--- src/rtl/lexq_pkg.sv ---
`timescale 1ns / 1ps
// lexq_pkg: word and command types, status codes for the word lexicon
// no dependencies
package lexq_pkg;

    typedef enum logic [1:0] {
        CMD_INSERT = 2'd0,
        CMD_DELETE = 2'd1,
        CMD_SEARCH = 2'd2,
        CMD_CLEAR  = 2'd3
    } cmd_e;

    localparam logic [3:0] ST_INSERTED  = 4'd0;
    localparam logic [3:0] ST_PRESENT   = 4'd1;
    localparam logic [3:0] ST_NO_SLOT   = 4'd2;
    localparam logic [3:0] ST_FULL      = 4'd3;
    localparam logic [3:0] ST_FOUND     = 4'd4;
    localparam logic [3:0] ST_NOT_FOUND = 4'd5;
    localparam logic [3:0] ST_DELETED   = 4'd6;
    localparam logic [3:0] ST_DEL_MISS  = 4'd7;
    localparam logic [3:0] ST_CLEARED   = 4'd8;

    localparam int CFG_W = 9;

    typedef struct packed {
        logic [1:0] command;
        logic [7:0] character;
        logic       word_end;
    } in_word_t;

    typedef struct packed {
        logic [3:0] status;
        logic [7:0] slot;
    } out_word_t;

endpackage

--- src/rtl/lexq_front.sv ---
`timescale 1ns / 1ps
// lexq_front: gathers characters into a double-banked word buffer, queues word jobs
// depends on lexq_pkg
module lexq_front import lexq_pkg::*; #(
    parameter int MAX_WORD = 64
) (
    input  logic                          clk,
    input  logic                          rst_n,
    input  logic                          push,
    output logic                          full,
    input  in_word_t                      item,
    output logic                          wb_wr_en,
    output logic [$clog2(MAX_WORD):0]     wb_wr_addr,
    output logic [7:0]                    wb_wr_data,
    output logic                          job_valid,
    output cmd_e                          job_cmd,
    output logic [$clog2(MAX_WORD+1)-1:0] job_len,
    output logic [$clog2(MAX_WORD*255+1)-1:0] job_sum,
    output logic                          job_bank,
    input  logic                          job_done
);
    localparam int LEN_W = $clog2(MAX_WORD + 1);
    localparam int WB_W  = $clog2(MAX_WORD);
    localparam int SUM_W = $clog2(MAX_WORD * 255 + 1);

    logic             bank_reg, bank_next;
    logic [LEN_W-1:0] len_reg, len_next;
    logic [SUM_W-1:0] sum_reg, sum_next;
    logic             accept, take_char;

    // two-entry job queue, one entry per word buffer bank
    cmd_e             q_cmd_reg [2];
    logic [LEN_W-1:0] q_len_reg [2];
    logic [SUM_W-1:0] q_sum_reg [2];
    logic             q_bank_reg [2];
    logic             q_wr_reg, q_rd_reg;
    logic [1:0]       q_cnt_reg, q_cnt_next;
    logic             q_push;

    assign full      = (q_cnt_reg == 2'd2);
    assign accept    = push && !full;
    assign take_char = accept && (item.character != 8'd0) && (len_reg < LEN_W'(MAX_WORD));
    assign q_push    = accept && item.word_end;

    assign wb_wr_en   = take_char;
    assign wb_wr_addr = {bank_reg, WB_W'(len_reg)};
    assign wb_wr_data = item.character;

    always_comb
    begin
        len_next  = len_reg;
        sum_next  = sum_reg;
        bank_next = bank_reg;
        if (take_char)
        begin
            len_next = len_reg + LEN_W'(1);
            sum_next = sum_reg + SUM_W'(item.character);
        end
    end

    always_comb
    begin
        q_cnt_next = q_cnt_reg;
        if (q_push && !job_done)
        begin
            q_cnt_next = q_cnt_reg + 2'd1;
        end
        else if (!q_push && job_done)
        begin
            q_cnt_next = q_cnt_reg - 2'd1;
        end
    end

    always_ff @(posedge clk or negedge rst_n)
    begin
        if (!rst_n)
        begin
            bank_reg  <= 1'b0;
            len_reg   <= '0;
            sum_reg   <= '0;
            q_wr_reg  <= 1'b0;
            q_rd_reg  <= 1'b0;
            q_cnt_reg <= 2'd0;
        end
        else
        begin
            q_cnt_reg <= q_cnt_next;
            if (job_done)
            begin
                q_rd_reg <= !q_rd_reg;
            end
            if (q_push)
            begin
                bank_reg <= !bank_next;
                len_reg  <= '0;
                sum_reg  <= '0;
                q_wr_reg <= !q_wr_reg;
            end
            else
            begin
                len_reg <= len_next;
                sum_reg <= sum_next;
            end
        end
    end

    always_ff @(posedge clk)
    begin
        if (q_push)
        begin
            q_cmd_reg[q_wr_reg]  <= cmd_e'(item.command);
            q_len_reg[q_wr_reg]  <= len_next;
            q_sum_reg[q_wr_reg]  <= sum_next;
            q_bank_reg[q_wr_reg] <= bank_reg;
        end
    end

    assign job_valid = (q_cnt_reg != 2'd0);
    assign job_cmd   = q_cmd_reg[q_rd_reg];
    assign job_len   = q_len_reg[q_rd_reg];
    assign job_sum   = q_sum_reg[q_rd_reg];
    assign job_bank  = q_bank_reg[q_rd_reg];
endmodule

--- config.mk ---
export PLATFORM = sky130hd
export DESIGN_NAME = lexq_front
export DESIGN_NICKNAME = d
export VERILOG_FILES = /design/src/rtl/lexq_pkg.sv /design/src/rtl/lexq_front.sv
export SDC_FILE = /design/constraint.sdc
export NUM_CORES = 1
export LEC_CHECK = 0
export ABC_CLOCK_PERIOD_IN_PS = 2900
export BUFFER_PORTS_ARGS = -buffer_cell sky130_fd_sc_hd__buf_2
export CAP_MARGIN = 30
export CORE_UTILIZATION = 51
export DETAILED_ROUTE_END_ITERATION = 6
export PLACE_DENSITY = 0.76
export REMOVE_ABC_BUFFERS = 1
export SKIP_CTS_REPAIR_TIMING = 1
export SYNTH_ARGS = -nofsm -noshare
export SYNTH_HDL_FRONTEND = slang
export SYNTH_SLANG_ARGS = --single-unit
--- constraint.sdc ---
create_clock -name clk -period 2.9 [get_ports clk]
set_clock_uncertainty 0.2 [all_clocks]
set_input_delay 0.435 -clock clk [delete_from_list [all_inputs] [get_ports clk]]
set_output_delay 0.435 -clock clk [all_outputs]
set_load 0.1 [all_outputs]
Yosys cells after proc, flatten, opt, wreduce, memory -nomap -nowiden
Memories as Yosys holds them, arrays and structs flattened.
Index checks and enable logic that the tools add are counted.
{ "classes": {"eq_ne": 1, "multipliers": 0, "n_addsub": 4, "bitwise": 0, "div_mod_pow": 0, "reduce_logical": 15, "n_mux": 8, "order_cmp": 1, "shifts": 0} }
{ "op_table": {"columns": ["op", "count"], "rows": [
  ["$mux 14", 2],
  ["$add 14x8->14", 1],
  ["$mux 7", 2],
  ["$reduce_bool 8->1", 1],
  ["$add 7x1->7 const B", 1],
  ["$lt 7x7->1 const B", 1],
  ["$logic_and 1x1->1", 6],
  ["$logic_not 1->1", 6],
  ["$mux 2", 2],
  ["$reduce_bool 2->1", 2],
  ["$add 2x1->2 const B", 1],
  ["$eq 2x2->1 const B", 1],
  ["$mux 1", 2],
  ["$sub 2x1->2 const B", 1]
]} }
{ "totals": {"reg_bits": 26, "rom_bits": 0, "mem_count": 4, "out_inout_bits": 42, "ram_bits": 48, "latchBits": 0} }
{ "mem_list": {"columns": ["memory", "depth", "word_bits", "read_ports", "rd_ports_with_merged_regs", "write_ports", "line", "text"], "rows": [
  ["q_sum_reg", 2, 14, 1, 0, 1, "lexq_front.sv:34", "logic [SUM_W-1:0] q_sum_reg [2];"],
  ["q_len_reg", 2, 7, 1, 0, 1, "lexq_front.sv:33", "logic [LEN_W-1:0] q_len_reg [2];"],
  ["q_cmd_reg", 2, 2, 1, 0, 1, "lexq_front.sv:32", "cmd_e q_cmd_reg [2];"],
  ["q_bank_reg", 2, 1, 1, 0, 1, "lexq_front.sv:35", "logic q_bank_reg [2];"]
]} }

Depth between registers and ports, before layout
{ "logic_depth": {"ltp_word": 8, "mapped_depth": 8} }

Worst setup path before layout
Ideal clock, no wire load.
{ "synth_timing": {"kind": "reg-to-reg", "start": "register q_cnt_reg[0]", "end": "memory q_bank_reg[0], enable pin", "required_ps": 2295, "setup_time_ps": 405, "path_stages_with_launch": 6, "n_path_buf": 2, "arrival_ps": 2178, "setup_slack_ps": 117, "synth_period_minus_slack_ps": 2783, "path_cell_list": "dfrtp_1 > nand2b_1 > nand3_1 > clkbuf_1 > clkbuf_1 > nor2_1"} }
{ "synth_via": {"elab_chain_len": 6} }
{ "synth_lines": {"columns": ["item", "line", "text"], "rows": [
  ["from (decl)", "lexq_front.sv:37", "logic [1:0] q_cnt_reg, q_cnt_next;"],
  ["from (signal assigned)", "lexq_front.sv:87", "q_cnt_reg <= q_cnt_next;"],
  ["$eq 2x2->1", "lexq_front.sv:40", "assign full = (q_cnt_reg == 2'd2);"],
  ["$logic_not 1->1", "lexq_front.sv:41", "assign accept = push && !full;"],
  ["$logic_and 1x1->1", "lexq_front.sv:41", null],
  ["$logic_and 1x1->1", "lexq_front.sv:43", "assign q_push = accept && item.word_end;"],
  ["$mux 1", "lexq_front.sv:109", "if (q_push)"],
  ["$mux 1 (not written as such)", "lexq_front.sv:114", "q_bank_reg[q_wr_reg] <= bank_reg;"],
  ["to (decl)", "lexq_front.sv:35", null]
]} }
No other way between the ends.

Final worst setup path
{ "layout_timing": {"start": "register sum_reg[0]", "end": "memory q_sum_reg[0][12] (netlist name) (data pin)"} }
{ "layout_via": {"elab_chain_len": 2} }
{ "layout_lines": {"columns": ["item", "line", "text"], "rows": [
  ["from (decl)", "lexq_front.sv:28", "logic [SUM_W-1:0] sum_reg, sum_next;"],
  ["from (signal assigned)", "lexq_front.sv:102", "sum_reg <= sum_next;"],
  ["$add 14x8->14", "lexq_front.sv:57", "sum_next = sum_reg + SUM_W'(item.character);"],
  ["$mux 14", "lexq_front.sv:54", "if (take_char)"],
  ["named net sum_next[12]", "lexq_front.sv:28", null],
  ["to (decl)", "lexq_front.sv:34", null]
]} }
The timed path passes the listed nets, and every way through them passes these cells.

==> impl_metrics.tcl <==
set metrics [dict create \
    htree_levels 3 \
    synth_compound_area_frac 0.0822 \
    grt_util_all_layers 0.195 \
    ant_nets 0 \
    fillers 520 \
    grt_first_pass_wirelength_mm 10.5 \
    hp-class "in -> reg" \
    cts_made_buffers 9 \
    ys_seq_area_frac 0.590 \
    synth_top_family_by_area "simple AND/OR/NAND/NOR gates" \
    crit_path_top_delay_cell "a211oi_1" \
    layout.nets 355 \
    drc 4 \
    crit_fanout 3 \
    synthMuxAreaShare 0.0847 \
    cts_root_buf "clkbuf_8" \
    finalCriticalPeriod_ns 2.55 \
    synth-simple-area-share 0.105 \
    slowest_delay_ns 0.42 \
    path_clk_slew_ns 0.08 \
    period_share 0.878 \
    drt_iter0_drc 108 \
    avgSynthCellArea_um2 12.7 \
    yosysMostFrequentCell "edfxtp_1" \
    hold_viol 0 \
    synth-xor-area-share 0.0420 \
    cp-end-kind "register" \
    crit_buf_inv 1 \
    relSlewSlack 0.588 \
    setup_viol 0 \
    use_met2 0.310 \
    synth_edf_count 48 \
    die_w_um 85.4 \
    grt-busiest-layer "met2" \
    cts_sinks 74 \
    grt_util_met3 0.0370 \
    wl_per_cell_um 15.4 \
    antenna_found_initial 0 \
    yosys.area.top_type "edfxtp_1" \
    insertion_delay_ns 0.34 \
    die_area_um2 7290 \
    largest_reg_flops 28 \
    dp_cells 397 \
    core_um2 6760 \
    rsz0062_at_grt "no" \
    use_met1 0.256 \
    place_ws_ns 0.159 \
    grt_max_degree 27 \
    cp.depth 8 \
    layout-drive-gt1-share 0.323 \
    crit_type "reg -> reg" \
    fin_area_um2 4000 \
    async_flop_share 0.351 \
    synth_common_cells "edfxtp_1 (48), nand2_1 (30), dfrtp_1 (26)" \
    slew_violations 0 \
    crit_chain "ha_1, inv_1, fa_1, nor2b_1, o31a_1, o211ai_1, a211oi_1, xor2_1" \
    start_util 0.525 \
    holdPathStages 1 \
    row_count 30 \
    die-height_um 85.4 \
    critPathLaunchType "register" \
    drv_cap 0 \
    ys_types 42 \
    stdcell_count 414 \
    yosys.area.top_type_share 0.407 \
    critPathRequiredTime_ns 2.77 \
    antenna_cells 0 \
    failed_checks "design-rule violations" \
    syn_inst 279 \
    crit_arrival_ns 2.41 \
    dr.pass1.iters 7 \
    status "finished, violations left" \
    max_freq_ghz 0.393 \
    finalWorstSetupSlack_ns 0.353 \
    port-buffer-count 56 \
    hpwl_mm 4.41 \
    grt_pass1_vias 2161 \
    via_count 2247 \
    dpl_cell_area_um2 3830 \
    synthFlopType "edfxtp_1" \
    synthesis.area_um2 3540 \
    areaGrowthSynthToFinish_pct 12.9 \
    finalSetupTns_ns 0 \
    cts_buffer_depth 2 \
    synthAdderAreaFrac 0.0409 \
    synth_warnings 0 \
    worst_slew_pin_slew_ns 0.617 \
    io_pins 57 \
    reg2regPathDepth 8 \
    drt_wl_total_mm 6.37 \
    drt-vias-per-instance 5.43 \
    crit_family "compound AO/OA/AOI/OAI gates" \
    synth.area.top_cells "edfxtp_1 (41%), dfrtp_1 (18%), mux2_2 (7.6%)" \
    synth_seq_cells 74 \
    cts_tree "built" \
    routabilityCongestion 0.857 \
    gr-total-overflow 0 \
]
-- cells by family (layout without fill, tap and decap cells) --
family	Yosys count	after routing
AOI/OAI and AO/OA	43	43
and+or+nand+nor	73	73
adders and majority gates	11	11
xor gates and xnor gates	17	17
DFF	74	74
buffers and inverters	34	89
muxes	27	27
-- cell type report --
class / count / area [µm²] / share of cell area
Sequential cell: 74 / 2090 / 0.523
Multi-Input combinational cell: 171 / 1260 / 0.315
Timing Repair Buffer: 64 / 355 / 0.0888
Clock buffer: 10 / 128 / 0.0319
Tap cell: 80 / 100 / 0.0250
Clock inverter: 6 / 33.8 / 0.00844
Inverter: 9 / 33.8 / 0.00844
-- final timing paths --
path / from / slack (ns) / to
setup / recovery: sum_reg[0] / 0.35 / q_sum_reg[0][12]
hold / removal: item[9] / 0.07 / q_cmd_reg[0][0]
setup reg to reg: sum_reg[0] / 0.35 / q_sum_reg[0][12]
hold reg to reg: q_cnt_reg[1] / 0.30 / q_cnt_reg[1]
max in group asynchronous: rst_n / 1.66 / sum_reg[10]
min in group asynchronous: rst_n / 0.43 / bank_next
-- cells in the final DEF, fill, tap and decap left out, drive strengths merged, types with 2 or more instances in the layout --
| cell type | Yosys | final |
|---|---|---|
| a211oi | 6 | 6 |
| a21oi | 12 | 12 |
| and2 | 11 | 11 |
| buf | 20 | 63 |
| clkbuf | 5 | 10 |
| clkinv | 1 | 5 |
| clkinvlp | 0 | 2 |
| dfrtp | 26 | 26 |
| edfxtp | 48 | 48 |
| ha | 10 | 10 |
| inv | 8 | 8 |
| mux2 | 24 | 24 |
| mux2i | 3 | 3 |
| nand2 | 30 | 30 |
| nand2b | 4 | 4 |
| nand3 | 7 | 7 |
| nand4 | 3 | 3 |
| nor2 | 7 | 7 |
| nor3 | 2 | 2 |
| o211ai | 2 | 2 |
| o21ai | 10 | 10 |
| o31ai | 6 | 6 |
| or3 | 3 | 3 |
| or4 | 3 | 3 |
| xnor2 | 6 | 6 |
| xor2 | 11 | 11 |
-- per-stage QoR --
stage	util	hold WS, ns
3_3_place_gp	0.567	0.273
6_report	0.592	0.0748
2_1_floorplan	-	-0.0606
3_5_place_dp	0.567	0.288
4_1_cts	0.591	-0.0929
5_1_grt	0.592	0.0695
-- layer usage --
| layer | share of wire | wire [µm] |
|---|---|---|
| met3 | 0.035 | 226 |
| met2 | 0.49 | 3100 |
| met5 | 0 | 0 |
| met1 | 0.46 | 2910 |
| met4 | 0.021 | 137 |
Power is not shown: default switching activity piles up to over one toggle a cycle in this logic, so the estimate is an artifact.
