### config.mk
export PLATFORM = sky130hd
export DESIGN_NAME = lexq_ram
export DESIGN_NICKNAME = d
export VERILOG_FILES = /design/src/rtl/lexq_ram.sv
export SDC_FILE = /design/constraint.sdc
export NUM_CORES = 1
export LEC_CHECK = 0
export ABC_AREA = 1
export BUFFER_PORTS_ARGS = -buffer_cell sky130_fd_sc_hd__buf_2
export CELL_PAD_IN_SITES_DETAIL_PLACEMENT = 1
export CELL_PAD_IN_SITES_GLOBAL_PLACEMENT = 1
export CORE_UTILIZATION = 50
export DETAILED_ROUTE_END_ITERATION = 16
export GPL_ROUTABILITY_DRIVEN = 1
export PLACE_DENSITY = 0.93
export SLEW_MARGIN = 0
export SYNTH_ARGS = -nofsm -noshare
export SYNTH_HDL_FRONTEND = slang
export SYNTH_SLANG_ARGS = --single-unit
export TNS_END_PERCENT = 100
### constraint.sdc
create_clock -name clk -period 1.8 [get_ports clk]
set_input_delay 0.27 -clock clk [delete_from_list [all_inputs] [get_ports clk]]
set_output_delay 0.27 -clock clk [all_outputs]
set_load 0.05 [all_outputs]
### src/rtl/lexq_ram.sv
`timescale 1ns / 1ps
// lexq_ram: generic simple dual-port ram, one write port, one registered read port
// no dependencies
module lexq_ram #(
    parameter int WIDTH = 8,
    parameter int DEPTH = 16
) (
    input  logic                     clk,
    input  logic                     wr_en,
    input  logic [$clog2(DEPTH)-1:0] wr_addr,
    input  logic [WIDTH-1:0]         wr_data,
    input  logic                     rd_en,
    input  logic [$clog2(DEPTH)-1:0] rd_addr,
    output logic [WIDTH-1:0]         rd_data
);
    logic [WIDTH-1:0] mem [DEPTH];

    always_ff @(posedge clk)
    begin
        if (wr_en)
        begin
            mem[wr_addr] <= wr_data;
        end
        if (rd_en)
        begin
            rd_data <= mem[rd_addr];
        end
    end
endmodule

# Word level (Yosys, flattened, before mapping)
# Memory sizes are Yosys's and may differ from the RTL's. A register that Yosys moved wholly into a read port is not among the register bits.
# Index checks and enable logic that the tools add are counted.
word_totals:
  ff_bits: 0
  mem_bits_rw: 128
  output_inout_bits: 8
  memories: 1
classes:
  n_mux: 2
mem_list:
  columns: ["name", "words", "word_bits", "rd", "rd_clocked_by_memory_dff", "wr", "line", "text"]
  rows:
  - ["mem", 16, 8, 1, 1, 1, "16", "logic [WIDTH-1:0] mem [DEPTH];"]
ops:
  columns: ["operator", "count"]
  rows:
  - ["$mux 1", 2]

# Depth between registers and ports, before layout
# Gate-level depths: netlist (run 1).
depth:
  ltp_word: 2
  mapped_depth: 8
  ltp_nobuf: 7

# Worst setup path before layout (run 1)
# OpenSTA, ideal clock, no wires.
synth_timing:
  path_type: "input port to flip-flop"
  startpoint: "input wr_addr[2]"
  endpoint: "memory mem[10][0] (enable)"
  t_arrival_ns: 0.851
  t_required_ns: 1.430
  slack_ns: 0.579
  stages: 2
  n_path_buf: 0
  cell_sequence: "nand3b_1 > nor2_1"
synth_rtl:
  columns: ["element", "line", "text"]
  rows:
  - ["start, declared", "10", "input logic [$clog2(DEPTH)-1:0] wr_addr,"]
  - ["end, declared", "16", null]
# Straight into the memory's write port.

# Final worst setup path (run 1)
layout_timing:
  startpoint: "register rd_data[5] (read register of mem)"
  endpoint: "output rd_data[5]"
layout_rtl:
  columns: ["element", "line", "text"]
  rows:
  - ["start, declared", "14", "output logic [WIDTH-1:0] rd_data"]
# No word-level cell between the ends.

==> results of run 1 <==
[logic make-up after synthesis]
group                  Yosys count  share of synthesized area (%)
buffers and inverters          126                           9.39
DFF                            136                           69.8
and+or+nand+nor                289                           20.8
[flip-flops by register name (all words and copies together), names as in the netlist]
name / count
rd_data: 8
mem: 128
[Yosys cell counts]
cell type	number	area, sq um
inv_2	2	7.51
nand2_1	173	649
nand3_1	97	485
edfxtp_1	136	4080
nor2_1	17	63.8
inv_1	100	375
buf_6	6	67.6
buf_4	4	30.0
buf_2	13	65.1
nand3b_1	2	15.0
buf_1	1	3.75
[report_power, final]
| group | leakage [nW] | switching [mW] | internal, mW |
|---|---|---|---|
| Clock | 0.303 | 1.39 | 2.44 |
| Sequential | 1.24 | 0.0257 | 3.57 |
| Combinational | 1.41 | 0.396 | 0.126 |
| Total | 2.95 | 1.81 | 6.14 |
[worst paths after layout]
| path | from | slack, ps | endpoint |
|---|---|---|---|
| hold reg to reg | mem[11][7]$_DFFE_PP_ | 790 | rd_data[7]$_DFFE_PP_ |
| setup / recovery | rd_data[5]$_DFFE_PP_ | 410 | rd_data[5] |
| hold / removal | rd_en | 220 | rd_data[3]$_DFFE_PP_ |
| setup reg to reg | mem[5][5]$_DFFE_PP_ | 470 | rd_data[5]$_DFFE_PP_ |
[cell type report]
cell class / count / area, sq um
inverters: 102 / 383
clock buffers: 18 / 429
flip-flops and latches: 136 / 4080
multi-input cells: 289 / 1210
repair buffers: 47 / 313
clock inverters: 14 / 204
fillers: 1233 / 4610
well taps: 143 / 179
[through the flow]
step / hold slack, ps / cell area (sq um) / setup WS (ps) / power (mW) / util [%]
floorplan: 369 / 5850 / 579 / 3.95 / -
global placement: 635 / 6170 / 216 / 4.11 / 54.1
detailed placement: 646 / 6170 / 129 / 4.15 / 54.1
CTS: 206 / 6810 / 395 / 7.96 / 59.6
global route: 215 / 6810 / 394 / 8.10 / 59.6
finish: 216 / 6810 / 406 / 7.95 / 59.6
[layer usage]
| metal | share of wire (%) | track usage, % | vias up | wire length (um) |
|---|---|---|---|---|
| li1 | - | - | 1866 | - |
| met1 | 39 | 36.0 | 2098 | 6770 |
| met2 | 50 | 52.3 | 233 | 8710 |
| met3 | 5.9 | 7.76 | 72 | 1030 |
| met4 | 5.1 | 19.4 | 0 | 878 |
| met5 | 0 | 0 | - | 0 |
==> flow_summary.toml, run 1 <==
[synth]
yosys_warnings = 0
syn-instance-count = 551
synth_seq_area_share_pct = 69.8
synth_area_sq_mm = 0.00585
postSynthNetCount = 570
syn_area_per_cell_sq_um = 10.6
ys_seq_elements = 136
ys_types = 11

[global_route]
grt_pass1_wl_um = 26000
gr-total-overflow = 0
grt_pass1_vias = 4576
grt_antenna_before_repair = 0
grtUsageTotal_pct = 31.2
grt_max_degree = 33

[finish]
syn_to_final_growth_pct = 16.4
layout.nets = 612
drive_above_1_share_pct = 12.7
final_common_cell = "nand2_1"
final_cells = 749
layout_common_cells = "nand2_1 (173), edfxtp_1 (136), inv_1 (100)"
antenna_cells = 0

[clock_tree]
postCtsSetupRepairBufs = 0
cts_buffers = 17
worst_skew_pair.late_latency_ps = 430
cts_root_buf = "clkbuf_16"
htreeDepth = 4
cts_buffer_depth = 2
clk_transition_reported_paths_ps = 70
cts_tree = "yes"
post_cts_resized = 0
cts_num_sinks = 136
cts_hold_buf = 0

[worst_setup_path]
critical_path_cell_count = 1
worstPathMaxFanout = 1
cp.arrival_ps = 1120
worstSetupPathType = "reg2out"
worstPathCellList = "buf_2"
r2r_cells = 6
required_ps = 1530
crit_path_start_kind = "flop"
slowest_stage = "edfxtp_1"
cp_top_family = "flip-flops"
critPathMaxStageDelay_ps = 400
endpoint_kind = "primary output"
path_buf_inv = 1

[floorplan]
coreArea_sq_mm = 0.0114
initial_core_util_pct = 51.2
rows = 39
dieWidth_um = 110
io_pins = 27
dieArea_sq_mm = 0.0121
die_h_um = 110

[pwr]
peakVddDrop_mv = 0.767
powerDensity_mw_per_mm2 = 1170
leakagePower_nw = 2.95

[place]
gp_congestion = 0.878
post-place-cells = 717
dp_hpwl_um = 10200
port_buffers = 26

[timing]
setup_tns_ps = 0
hold_violations = 0
final_max_slew_viol_count = 0
setup_viol = 0
period_share_pct = 77.4
timing.final.crit_period_ps = 1390
relSlewSlack_pct = 55.9
fin_skew_ps = 11.4
rsz0062_at_grt = "no"
fmax_mhz = 717
worst_pin_slew_ps = 661

[drt]
wirelength_um = 17400
routed_via_density = 5.70
drt_iter0_drc = 345
ant_nets = 0
post_drt_wl_per_cell_um = 23.2
vias = 4269
drc_errors = 0
first_pass_iters = 11

[run_status]
outcome = "completed"

[hold_path]
holdCritPathClass = "in2reg"
holdPathStages = 1

[run]
maxCapViolCount = 0
Note: power is estimated with default switching activity, not from simulation.
==> inputs of run 2 (changes only) <==
Settings changed: ABC_AREA 1 to 0, PLACE_DENSITY 0.93 to 0.86.
Clock period 1.8 ns to 1.36 ns, I/O delays scaled along.
==> flow_summary.toml, run 2 <==
[global_route]
gr-usage-met2_pct = 40.1
grt_max_degree = 17
gr-total-overflow = 0
grt_use_met3_pct = 5.20
grt_antenna_before_repair = 0
grtUsageTotal_pct = 23.6
grtUsageMet1_pct = 29.2
grt_pass1_vias = 2825
grt_pass1_wl_um = 17400
top_usage_layer = "met2"

[synth]
synth_top_cell_by_area = "edfxtp_1"
synth-async-reset-ratio_pct = 0
ys_seq_elements = 136
yosys_warnings = 0
ys.flop_type = "edfxtp_1"
synth_seq_area_share_pct = 78.1
syn_area_per_cell_sq_um = 22.8
synth_top_family_by_area = "multiplexers"
synth_area_leaders = "edfxtp_1 (78%), mux4_2 (7.8%), mux4_1 (7.0%), a22oi_1 (2.3%), nor2_1 (0.93%)"
synth-xor-area-share_pct = 0
synth.most_common_cell = "edfxtp_1"
synth_area_sq_mm = 0.00523
synth_top_area_share_pct = 78.1
synth-compound-area-share_pct = 2.30
synth-simple-area-share_pct = 3.14
ys_types = 18
ys_top_cells_by_count = "edfxtp_1 (136), mux4_2 (18), a22oi_1 (16), mux4_1 (14), nor2_1 (13)"
synth_mux_area_share_pct = 14.8
postSynthNetCount = 248
synth_adder_area_share_pct = 0
synth-edff-count = 136
syn-instance-count = 229

[pwr]
pwr-share-seq_pct = 44.5
p_comb_share_pct = 5.4
leakagePower_nw = 2.16
switching_share_pct = 19.1
p_int_mw = 8.66
powerDensity_mw_per_mm2 = 1670
p_sw_mw = 2.04
pwr-share-clk_pct = 50.2
peakVddDrop_mv = 0.799

[clock_tree]
postCtsSetupRepairBufs = 0
cts_root_buf = "clkbuf_8"
clk_transition_reported_paths_ps = 60
cts_buffers = 17
cts_buffer_depth = 2
cts_tree = "yes"
cts_num_sinks = 136
htreeDepth = 4
worst_skew_pair.late_latency_ps = 520

[floorplan]
initial_core_util_pct = 52.5
dieArea_sq_mm = 0.0109
coreArea_sq_mm = 0.00995
io_pins = 27
dieWidth_um = 104
rows = 36
die_h_um = 104

[run_status]
outcome = "finished, violations left"
violations = "negative setup slack"

[timing]
period_share_pct = 109
relSlewSlack_pct = 31.9
setup_viol = 6
fin_ws_ps = -126
timing.final.crit_period_ps = 1490
hold_violations = 0
fin_skew_ps = 8.14
rsz0062_at_grt = "yes"
worst_pin_slew_ps = 1020
final_max_slew_viol_count = 0
fmax_mhz = 673

[place]
post-place-cells = 405
gp_congestion = 0.736
dp_hpwl_um = 7430
port_buffers = 26
placed_area_sq_mm = 0.00566

[finish]
largest_reg_flops = 128
layout.nets = 310
antenna_cells = 0
layout_common_cells = "edfxtp_1 (136), mux4_2 (32), buf_4 (24)"
stdcell_area_sq_mm = 0.00641
final_cells = 437
reg.largest.list = "mem x128, rd_data x8"
syn_to_final_growth_pct = 22.7
drive_above_1_share_pct = 41.1
largest_register = "mem"
final_common_cell = "edfxtp_1"

[worst_setup_path]
cp.arrival_ps = 1740
slowest_stage = "mux4_2"
critical_path_cell_count = 3
critPathMaxStageDelay_ps = 490
r2r_start = "mem[8][6]$_DFFE_PP_"
worstPathMaxFanout = 1
r2r_cells = 3
crit_path_start_kind = "flop"
crit_start = "mem[8][6]$_DFFE_PP_"
setup.worst_path.end = "rd_data[6]$_DFFE_PP_"
reg2reg_to = "rd_data[6]$_DFFE_PP_"
path_buf_inv = 0
required_ps = 1610
endpoint_kind = "flop"
cp_top_family = "multiplexers"
worstSetupPathType = "reg2reg"
reg2reg_slack_ps = -130
worstPathCellList = "mux4_2 -> a22oi_2 -> nand2_1"

[drt]
routed_via_density = 5.85
post_drt_wl_per_cell_um = 26.6
drc_errors = 0
wirelength_um = 11600
ant_nets = 0
drt_iter0_drc = 241
vias = 2555
first_pass_iters = 4

[hold_path]
hp-start = "rd_en"
holdCritPathClass = "in2reg"

[run]
maxCapViolCount = 0
-- run 2: cell count changes after synthesis, sizes merged, moves of 2 or more --
cell           previous run  this run
inv                     102         0
mux4                      0        32
buf                      24         7
nand2b                    0         2
nand3                    97         1
nor2                     17        13
nor3                      0         4
nand2                   173         9
clkdlybuf4s25             0         3
a22oi                     0        16
-- run 2: layout make-up --
type / count / area, sq um
Timing Repair Buffer: 53 / 410
Clock inverter: 14 / 277
Multi-Input combinational cell: 83 / 1060
Fill cell: 811 / 3540
Clock buffer: 18 / 418
Tap cell: 133 / 166
Sequential cell: 136 / 4080
-- run 2: cell families (layout without fill, tap and decap cells) --
| group | after synthesis | in the layout |
|---|---|---|
| buffers and inverters | 10 | 85 |
| and+or+nand+nor | 35 | 35 |
| AOI/OAI and AO/OA | 16 | 16 |
| DFF | 136 | 136 |
| muxes | 32 | 32 |
-- run 2: timing repair --
action	CTS	global route
endpoints found under the setup margin	12	11
hold buffers	0	0
gates cloned	0	0
pin swaps	3	1
resized for setup	16	3
-- run 2: worst min path at each step --
stage	end	slack (ps)	depth (start not counted)
after detailed placement	rd_data[3]$_DFFE_PP_	580	1
final	rd_data[0]$_DFFE_PP_	70	1
after floorplan	mem[0][0]$_DFFE_PP_	300	0
after global placement	rd_data[3]$_DFFE_PP_	580	1
after global routing	rd_data[1]$_DFFE_PP_	40	1
after CTS	rd_data[1]$_DFFE_PP_	30	1
-- run 2: power by group through the flow --
stage	combinational [mW]	sequential, mW	clock [mW]
global placement	0.520	4.83	0
CTS	0.580	4.76	5.43
detailed placement	0.549	4.84	0
global route	0.611	4.77	5.58
finish	0.576	4.76	5.37
floorplan	0.260	4.90	0
-- run 2: stage by stage --
stage	setup WS [ps]	hold WS, ps	setup TNS [ps]	util (%)	power (mW)
6_report	-126	67.4	-491	64.4	10.7
5_1_grt	-143	42.5	-763	64.4	11.0
4_1_cts	-131	29.7	-586	64.4	10.8
3_5_place_dp	-468	584	-6340	56.8	5.39
3_3_place_gp	-398	581	-4980	56.8	5.35
2_1_floorplan	-110	303	-3730	-	5.16
-- run 2: metal layers --
metal  part of all wire [%]  vias to the layer above
met4                    1.5                        0
met5                      0                        -
met3                    7.0                       10
li1                       -                     1097
met2                     54                      106
met1                     38                     1342
==> inputs of run 3 (changes only) <==
Settings changed: CORE_UTILIZATION 50 to 51, PLACE_DENSITY 0.86 to 0.87, SETUP_SLACK_MARGIN from default to 0.05.
==> flow_summary.toml, run 3 (synthesis results as in run 2) <==
[global_route]
grt_pass1_vias = 2768
grtUsageTotal_pct = 24.1
grt_max_degree = 19
grt_antenna_before_repair = 0
grt_pass1_wl_um = 16800
gr-total-overflow = 0

[run_status]
violations = "negative setup slack"
outcome = "finished, violations left"

[finish]
final_common_cell = "edfxtp_1"
antenna_cells = 0
largest_reg_flops = 128
reg.largest.list = "mem x128, rd_data x8"
stdcell_area_sq_mm = 0.00643
layout_common_cells = "edfxtp_1 (136), mux4_2 (32), buf_4 (21)"
syn_to_final_growth_pct = 23.0
final_util_pct = 65.2
drive_above_1_share_pct = 43.1
layout.nets = 312
largest_register = "mem"
final_cells = 439

[clock_tree]
cts_buffers = 17
clk_transition_reported_paths_ps = 60
worst_skew_pair.late_latency_ps = 520
htreeDepth = 4
cts_buffer_depth = 2
cts_num_sinks = 136
cts_root_buf = "clkbuf_8"
cts_tree = "yes"
postCtsSetupRepairBufs = 0

[drt]
drt_iter0_drc = 189
first_pass_iters = 4
vias = 2553
post_drt_wl_per_cell_um = 25.9
wirelength_um = 11400
ant_nets = 0
drc_errors = 0
routed_via_density = 5.82

[hold_path]
holdCritPathClass = "in2reg"
holdPathStages = 1
hp-start = "wr_data[6]"
min_to = "mem[14][6]$_DFFE_PP_"

[worst_setup_path]
endpoint_kind = "flop"
worstSetupPathType = "reg2reg"
crit_start = "mem[2][3]$_DFFE_PP_"
reg2reg_to = "rd_data[3]$_DFFE_PP_"
worstPathMaxFanout = 1
reg2reg_slack_ps = -120
r2r_cells = 3
required_ps = 1620
r2r_start = "mem[2][3]$_DFFE_PP_"
crit_path_start_kind = "flop"
critPathMaxStageDelay_ps = 480
slowest_stage = "mux4_2"
cp.arrival_ps = 1740
worstPathCellList = "mux4_2 -> a22oi_2 -> nand2_1"

[timing]
worst_pin_slew_ps = 956
period_share_pct = 109
fmax_mhz = 675
fin_skew_ps = 13.5
hold_violations = 0
fin_ws_ps = -121
rsz0062_at_grt = "yes"
relSlewSlack_pct = 36.1
final_max_slew_viol_count = 0
setup_viol = 10
timing.final.crit_period_ps = 1480

[floorplan]
io_pins = 27
coreArea_sq_mm = 0.00986
rows = 36
initial_core_util_pct = 53.0
dieArea_sq_mm = 0.0107
die_h_um = 103
dieWidth_um = 103

[place]
post-place-cells = 407
port_buffers = 26
dp_hpwl_um = 7070
placed_area_sq_mm = 0.00574
gp_congestion = 0.735
post-place-ws_ps = -485

[pwr]
powerDensity_mw_per_mm2 = 1570
peakVddDrop_mv = 0.985
leakagePower_nw = 2.15
p_total_mw = 10.1

[run]
maxCapViolCount = 0
run 3: how the worst max path moves through the flow:
stage                                end  slack, ps
floorplan           rd_data[1]$_DFFE_PP_        -40
global placement    rd_data[3]$_DFFE_PP_       -420
CTS                 rd_data[3]$_DFFE_PP_        -90
finish              rd_data[3]$_DFFE_PP_       -120
global route        rd_data[3]$_DFFE_PP_       -180
detailed placement  rd_data[3]$_DFFE_PP_       -490
run 3: area by class of cell:
class,instances,area [sq um]
well taps,133,166
multi-input cells,83,1070
clock inverters,15,201
flip-flops and latches,136,4080
fillers,807,3430
repair buffers,55,498
clock buffers,17,414
run 3: layer usage:
metal | routed length, um | global-route usage, % | up-vias
li1 | - | - | 1102
met4 | 157 | 8.88 | 0
met1 | 4550 | 30.0 | 1340
met3 | 703 | 7.33 | 14
met2 | 5970 | 40.3 | 97
met5 | 0 | 0 | -
run 3: worst max-delay path: cells and delay by family (launching register included):
kind	cells	cell delay, ps
AO/OA/AOI/OAI	1	280
flip-flops	1	380
multiplexers	1	480
AND/OR/NAND/NOR	1	90
run 3: report_power, final:
part	total (mW)	switching, mW	internal [mW]
Sequential	4.76	0.0393	4.72
Clock	4.71	1.73	2.98
Combinational	0.596	0.344	0.251
run 3: repair_timing:
action | 4_1_cts | 5_1_grt
setup endpoints to repair | 16 | 16
hold buffers | 0 | 0
pin swaps | 2 | 0
resized for setup | 19 | 3
hold endpoints to repair | 0 | 0
run 3: through the flow:
step / hold WS, ps / TNS, ps
after floorplan: 303 / -344
after global placement: 581 / -3210
after detailed placement: 599 / -4030
after CTS: 42.2 / -675
after global routing: 59.5 / -1040
final: 69.9 / -554
